===== config.mk =====
export PLATFORM = sky130hd
export DESIGN_NAME = sdic_cell
export DESIGN_NICKNAME = d
export VERILOG_FILES = /design/src/rtl/sdic_pkg.sv /design/src/rtl/sdic_cell.sv
export SDC_FILE = /design/constraint.sdc
export NUM_CORES = 1
export LEC_CHECK = 0
export BUFFER_PORTS_ARGS = -buffer_cell sky130_fd_sc_hd__buf_2
export CAP_MARGIN = 20
export CORE_MARGIN = 1.5
export CORE_UTILIZATION = 45
export DETAILED_ROUTE_END_ITERATION = 16
export PLACE_DENSITY = 0.79
export SYNTH_ARGS = -nofsm -noshare
export SYNTH_HDL_FRONTEND = slang
export SYNTH_SLANG_ARGS = --single-unit

===== constraint.sdc =====
create_clock -name clock -period 4.5 [get_ports clock]
set_input_delay 0.225 -clock clock [delete_from_list [all_inputs] [get_ports clock]]
set_output_delay 0.225 -clock clock [all_outputs]
set_load 0.01 [all_outputs]

===== src/rtl/sdic_pkg.sv =====
package sdic_pkg;

   localparam int ID_WIDTH         = 32;
   localparam int SIZE_WIDTH       = 16;
   localparam int TOTAL_WIDTH      = 7;
   localparam int MAX_DISTINCT_DEF = 64;
   localparam int COUNT_BITS_DEF   = 16;

   // Broadcast to every cell of the chain in the same cycle.
   typedef struct packed {
      logic insert;  // place a new ID in sorted order, cells above it move up
      logic bump;    // the ID is already held, the matching cell counts it
      logic drain;   // every cell takes its upper neighbor's entry
   } cell_ctrl_type;

endpackage


===== src/rtl/sdic_cell.sv =====
module sdic_cell #(
   parameter int COUNT_BITS = sdic_pkg::COUNT_BITS_DEF
) (
   input  logic                                 clock,
   input  logic                                 reset,
   input  sdic_pkg::cell_ctrl_type              ctrl,
   input  logic signed [sdic_pkg::ID_WIDTH-1:0] grain_id,
   input  logic                                 left_valid,
   input  logic signed [sdic_pkg::ID_WIDTH-1:0] left_id,
   input  logic        [COUNT_BITS-1:0]         left_count,
   input  logic                                 left_above,
   input  logic                                 right_valid,
   input  logic signed [sdic_pkg::ID_WIDTH-1:0] right_id,
   input  logic        [COUNT_BITS-1:0]         right_count,
   output logic                                 valid,
   output logic signed [sdic_pkg::ID_WIDTH-1:0] id,
   output logic        [COUNT_BITS-1:0]         count,
   output logic                                 above,
   output logic                                 hit,
   output logic                                 sat
);

   logic                                 valid_ff, valid_in;
   logic signed [sdic_pkg::ID_WIDTH-1:0] id_ff, id_in;
   logic        [COUNT_BITS-1:0]         count_ff, count_in;

   // The cell sits at or above the insertion point when it is empty or holds a larger ID.
   assign above = !valid_ff || (id_ff > grain_id);
   assign hit   = valid_ff && (id_ff == grain_id);
   assign sat   = hit && (count_ff == {COUNT_BITS{1'b1}});

   always_comb begin
      valid_in = valid_ff;
      id_in    = id_ff;
      count_in = count_ff;
      if (ctrl.drain) begin
         valid_in = right_valid;
         id_in    = right_id;
         count_in = right_count;
      end else if (ctrl.insert && above) begin
         if (left_above) begin
            valid_in = left_valid;
            id_in    = left_id;
            count_in = left_count;
         end else begin
            valid_in = 1'b1;
            id_in    = grain_id;
            count_in = COUNT_BITS'(1);
         end
      end else if (ctrl.bump && hit && !sat) begin
         count_in = count_ff + 1'b1;
      end
   end

   always_ff @(posedge clock) begin
      if (reset) begin
         valid_ff <= 1'b0;
      end else begin
         valid_ff <= valid_in;
      end
      id_ff    <= id_in;
      count_ff <= count_in;
   end

   assign valid = valid_ff;
   assign id    = id_ff;
   assign count = count_ff;

endmodule


==> metrics.md, run 1 <==
| Metric | Value |
|---|---|
| N_diodes | 0 |
| Synth top area cells | edfxtp_1 (38%), ha_1 (11%), mux2i_1 (8.4%), nand2_1 (7.4%), o21ai_0 (4.5%) |
| Drt total wl | roughly 11 mm |
| Adder-cell share of the synthesized area | a little over a tenth |
| Crit Path Max Fanout | 17 |
| Total grt overflow | 0 |
| Area share of and/or/nand/nor cells after synthesis | about 18% |
| PnR Total Power | 1.39 mW |
| Fin area | approximately 0.005 sq mm |
| Routed WL per cell | 15.0 um |
| Final min period | 3330 ps |
| Internal | between 0.9 and 1 mW |
| Leakage | 2.48 nW |
| Starting density of the core | 46.4% |
| CTS tree | done |
| Asr flop ratio synth | 0% |
| Final Hold Vio Count | 0 |
| Synthesized area | 0.00381 sq mm |
| DRC | 0 |
| Net Sw Power | between 0.4 and 0.5 mW |
| CP Cell Sequence | ha_1 -> nand4_1 -> nor4_1 -> nand3_1 -> and3_4 -> a22oi_4 -> and2_1 -> buf_4 -> nand3b_1 -> buf_4 |
| Max Clk Rate | 300 MHz |
| Sw frac | about a third |
| Mux cell area share after synthesis | 8.40% |
| Clock-pin slew on the worst setup and hold paths | 90 ps |
| RSZ-0062 raised after global routing | false |
| Min-delay worst type | input port to register |
| Status | finished clean |
| Most used DFF post-synth | edfxtp_1 |
| Largest family of logic cells by synthesized area | simple AND/OR/NAND/NOR gates |
| Antenna Nets Post-Route | 0 |
| First-pass GRT wire length | between 15 and 20 mm |
| Layout cells sized above 1 | 36.2% |
| Worst slew pin tran | 770 ps |
| Post-synth top cells | nand2_1 (75), edfxtp_1 (48), inv_1 (38) |
| PortBufs | around 190 |
| Initial antenna violation count | 0 |
| Core Box Area | 0.00822 sq mm |
| # placed instances | 691 |
| Sequential share of power | 46.6% |
| Clock Skew | 16.3 ps |
| Final Setup Violations | 0 |
| Final Net Count | 762 |
| Non-filler cells, final | 699 |
| Die Area | 0.00904 sq mm |
| Syn nets | just under 600 |
| Slew Limit Headroom | 48.7% |
| Max Buffers Root-to-Sink | 2 |
| Crit start category | register |
| Sink Count | 49 |
| All-Layer GR Usage | between 20% and 30% |
| VDD IR-drop max | 132 uV |
| Clk root buf | clkbuf_8 |
| Comb power frac | 35.1% |
| DR vias | 3673 |
| Worst setup path class | register to register |
| Xor/xnor cell area share of the yosys netlist | 3.22% |
| Cells after synthesis | 414 |
| Die X | 95.1 um |
| H-tree Lvls | 2 |
| PD cells | approximately 280 mW/mm^2 |
| Die Ht | 95.1 um |
| Synth Warn # | 0 |
| Compound-Gate Fraction of Synth Area | between 10% and 20% |
| Vias in the first global route | 3489 |
| Critical Path Max Stage Delay | 490 ps |
| Top Ports | 188 |
| Distinct cells, synth | 45 |
| FF+latch count, synth | 49 |
| Post-synth top area cell | edfxtp_1 |
| Postcts setup bufs | 0 |
| Number of max-cap violations | 0 |
| Fill count | 741 |
| Critical Path Slowest Stage Cell | nor4_1 |
| Detailed Routing Iterations Pass 1 | 4 |
| Critical path data arrival time | 3370 ps |
| Placer Congestion | ~0.85 |
| Clock share of power | 18.3% |
| Post-DP HPWL | 8.43 mm |
| Period Utilization, post-route | 74.1% |
| Most frequent CP cell | buf_4 |
| Share of the synthesized area in the top cell type | 37.8% |
| Initial DRC Count | 90 |
| Pins Over Slew Limit | 0 |
| Sequential share of the synthesized area | 38.3% |
| Later-pin clock latency in the skew report | 300 ps |
| TNS Setup | 0 ps |
| CP Capture Type | register |
| Most frequent cell after synthesis | nand2_1 |
| Critical Path RT | roughly 4500 ps |
| Area post-placement | 0.00483 sq mm |
| Post-synth EDFFs | 48 |
| CTS resizes | 0 |
| Num rows | 33 |
| Largest net degree at the start of global routing | 53 |
| Avg Synthesized Cell Area | 9.21 sq um |
| Area grow syn2layout | 28.8% |
| Routed vias/inst | 5.25 |
| TritonCTS Buffers | 5 |
| Hold_buf cts | 0 |
## placed cells by master (no fill, tap or decap), types with 2 or more instances in the layout
cell	instances
clkbuf_1	2
nand3_1	23
mux2i_1	32
xor2_1	8
nor4_1	2
xnor2_1	6
clkbuf_8	5
ha_1	33
o21ai_1	3
and3_1	8
a221oi_1	2
o21ai_0	34
edfxtp_1	48
nor2b_1	4
buf_4	6
nand4b_1	3
a21oi_1	17
buf_2	187
nand2_1	75
nor2_1	15
nand4_1	5
o211ai_2	9
inv_1	38
o211ai_1	6
## through the flow
stage	worst slack, ps	hold slack, ps	utilization, %
5_1_grt	866	85.0	59.8
4_1_cts	1140	69.3	59.8
2_1_floorplan	1370	304	-
3_5_place_dp	1170	395	58.8
3_3_place_gp	1300	390	58.8
6_report	1170	74.4	59.8
## state kept, by name, indices dropped and copies added (netlist names)
register / cells
id: 32
count: 16
valid: 1
## worst max-delay path: cells and delay by family (launching register included)
| family | cells | cell delay [ps] |
|---|---|---|
| adders and majority gates | 1 | 330 |
| and+or+nand+nor | 6 | 1470 |
| AOI/OAI and AO/OA | 1 | 390 |
| DFF | 1 | 390 |
| buffers and inverters | 2 | 500 |
## metal layers
| metal | wire, um | global-route usage (%) | vias to the layer above |
|---|---|---|---|
| li1 | - | - | 1833 |
| met1 | 4440 | 28.0 | 1685 |
| met2 | 5210 | 41.3 | 145 |
| met3 | 760 | 3.91 | 10 |
| met4 | 93 | 6.22 | 0 |
| met5 | 0 | 0 | - |
## worst paths after layout
kind | start | endpoint | slack, ps | cells after the start
hold / removal | reset | valid | 70 | 2
setup reg to reg | id[14] | count[2] | 1170 | 10
hold reg to reg | valid | valid | 740 | 2
setup / recovery | id[14] | count[2] | 1170 | 10
## power by group through the flow
| stage | Sequential, mW | Clock, mW | Combinational [mW] |
|---|---|---|---|
| 6_report | 0.645 | 0.254 | 0.486 |
| 5_1_grt | 0.653 | 0.273 | 0.542 |
| 4_1_cts | 0.644 | 0.260 | 0.490 |
| 3_5_place_dp | 0.654 | 0 | 0.487 |
| 3_3_place_gp | 0.650 | 0 | 0.471 |
| 2_1_floorplan | 0.679 | 0 | 0.260 |
## logic make-up after synthesis
group / after synthesis
mux: 32
xor+xnor: 14
buf+inv: 59
simple gates: 144
compound gates: 83
flops: 49
fa+ha+maj: 33
## final cells by class
type	instances	area [sq um]	share of cell area (%)
Multi-Input combinational cell	306	2110	43.0
Sequential cell	49	1460	29.8
Timing Repair Buffer	193	981	20.0
Inverter	38	143	2.90
Tap cell	105	131	2.67
Clock buffer	7	76.3	1.55
Clock inverter	1	7.51	0.153
Power figures use the tool's default switching activity.
==> inputs of run 2 (changes only) <==
--- a/config.mk
+++ b/config.mk
@@ -8,9 +8,9 @@
 export BUFFER_PORTS_ARGS = -buffer_cell sky130_fd_sc_hd__buf_2
 export CAP_MARGIN = 20
 export CORE_MARGIN = 1.5
-export CORE_UTILIZATION = 45
+export CORE_UTILIZATION = 42
 export DETAILED_ROUTE_END_ITERATION = 16
-export PLACE_DENSITY = 0.79
+export PLACE_DENSITY = 0.77
 export SYNTH_ARGS = -nofsm -noshare
 export SYNTH_HDL_FRONTEND = slang
 export SYNTH_SLANG_ARGS = --single-unit
==> constraint.sdc (replaced) <==
create_clock -name clock -period 2.8 [get_ports clock]
set_input_delay 0.14 -clock clock [delete_from_list [all_inputs] [get_ports clock]]
set_output_delay 0.14 -clock clock [all_outputs]
set_load 0.01 [all_outputs]
==> run 2 against run 1 <==
Net effect:
- final area is 3.0% higher
- total power rose by 63%
- utilization down 2.1 points
- critical path type unchanged
- largest cell class unchanged
- critical endpoint is now count[15]
==> metrics.md, run 2 (synthesis gave the netlist of run 1 again) <==
| Metric | Value |
|---|---|
| H-tree Lvls | 2 |
| Vias in the first global route | 3740 |
| CP Cell Sequence | ha_4 -> nand4_1 -> nor4_4 -> nand3_1 -> and3_4 -> a2bb2oi_4 -> and2_1 -> buf_4 -> o211ai_1 |
| Status | finished clean |
| Flop-to-flop setup slack | between 100 and 150 ps |
| Initial antenna violation count | 0 |
| Post-DP HPWL | 8.58 mm |
| Leakage | approximately 2.5 nW |
| R2r endpoint | count[15] |
| Most common cell after layout, fill and taps aside | buf_2 |
| Worst path bufs/invs | 1 |
| Critical Path RT | 2850 ps |
| Largest register FFs | 32 |
| Critical path data arrival time | 2730 ps |
| Detailed Routing Iterations Pass 1 | 4 |
| Placer Congestion | 0.848 |
| Core Box Area | approximately 0.0088 sq mm |
| PortBufs | 187 |
| PD cells | 447 mW/mm^2 |
| Routed vias/inst | 5.20 |
| Period Utilization, post-route | 95.5% |
| N_diodes | 0 |
| Crit start category | register |
| Area post-placement | 0.00495 sq mm |
| WHS | 99.1 ps |
| Worst setup path class | register to register |
| Starting density of the core | between 40% and 50% |
| Later-pin clock latency in the skew report | 300 ps |
| Hold path depth | 3 |
| Die X | 98.3 um |
| Worst hold path endpoint | valid |
| Sink Count | 49 |
| Crit path max-delay family | simple AND/OR/NAND/NOR gates |
| Pins Over Slew Limit | 0 |
| Total grt overflow | 0 |
| # placed instances | 700 |
| Most frequent cells in the layout | buf_2 (187), nand2_1 (75), edfxtp_1 (48), inv_1 (38), o21ai_0 (34) |
| Clk root buf | clkbuf_8 |
| Number of max-cap violations | 0 |
| Min-delay worst type | input port to register |
| Die Ht | between 90 and 100 um |
| Routed WL per cell | 14.9 um |
| Crit Path Max Fanout | 10 |
| Final Hold Vio Count | 0 |
| First-pass GRT wire length | 17.4 mm |
| Final Net Count | just under 800 |
| RSZ-0062 raised after global routing | true |
| Fin area | 0.00506 sq mm |
| CP Capture Type | register |
| Critical Path Slowest Stage Cell | edfxtp_1 |
| DRC | 0 |
| Max Buffers Root-to-Sink | 2 |
| Max Clk Rate | 374 MHz |
| Non-filler cells, final | 710 |
| R2R cell count | 9 |
| Num rows | 34 |
| Critical Path Max Stage Delay | about 440 ps |
| Clock Skew | about 10 ps |
| CTS tree | done |
| Layout cells sized above 1 | 37.9% |
| Drt total wl | 10.6 mm |
| Antenna Nets Post-Route | 0 |
| Hold path startpoint | right_valid |
| Die Area | 0.00966 sq mm |
| Final Setup Violations | 0 |
| TritonCTS Buffers | 5 |
| Final min period | 2670 ps |
| Largest net degree at the start of global routing | 33 |
| All-Layer GR Usage | 22.3% |
| Initial DRC Count | 113 |
| Worst R2R Start | id[27] |
| Clock-pin slew on the worst setup and hold paths | 90 ps |
| Area grow syn2layout | 32.6% |
| DR vias | 3693 |
| Top Ports | 188 |
| Slew Limit Headroom | 71.4% |
| Worst slew pin tran | 429 ps |
| VDD IR-drop max | 260 uV |
==> run 2: per-layer routing <==
| layer | vias to the layer above | GRT usage [%] | part of all wire, % |
|---|---|---|---|
| li1 | 1847 | - | - |
| met1 | 1676 | 28.3 | 43 |
| met3 | 21 | 3.87 | 6.4 |
| met4 | 0 | 6.39 | 2.1 |
| met5 | - | 0 | 0 |
| met2 | 149 | 38.7 | 48 |
==> run 2: area by class of cell <==
class	instances	area, sq um
Multi-Input combinational cell	306	2180
Timing Repair Buffer	201	1060
Clock buffer	5	68.8
Tap cell	108	135
Fill cell	785	3710
Inverter	38	143
Sequential cell	49	1460
Clock inverter	3	12.5
==> run 2: how the worst max path moves through the flow <==
stage / startpoint / end / slack [ps] / cells past startpoint
6_report: id[27] / count[15] / 130 / 9
4_1_cts: id[13] / above / 40 / 8
3_5_place_dp: id[26] / count[15] / 120 / 9
3_3_place_gp: id[27] / count[15] / 210 / 9
2_1_floorplan: id[13] / count[0] / -180 / 10
5_1_grt: id[23] / above / -10 / 8
==> run 2: tightest hold or removal path, delay by kind of cell <==
kind / cells / cell delay [ps]
buf+inv: 2 / 130
compound gates: 1 / 70
==> run 2: through the flow <==
step	utilization [%]	power [mW]	setup WS, ps	setup TNS [ps]
floorplan	-	1.52	-184	-2940
global placement	56.4	1.84	206	0
detailed placement	56.4	1.87	123	0
CTS	57.5	2.27	36.2	0
global route	57.7	2.41	-15.0	-15.0
finish	57.7	2.26	126	0
==> run 2: power breakdown <==
group          total [mW]  switching, mW  internal (mW)
clock network       0.403          0.234          0.169
registers            1.04         0.0925          0.949
logic               0.817          0.443          0.374
==> run 2: what timing repair did <==
item / CTS / global route
endpoints found under the hold margin: 1 / 0
buffers inserted: 0 / 1
gates resized for setup: 0 / 3
hold buffers: 1 / 0
endpoints found under the setup margin: 0 / 65
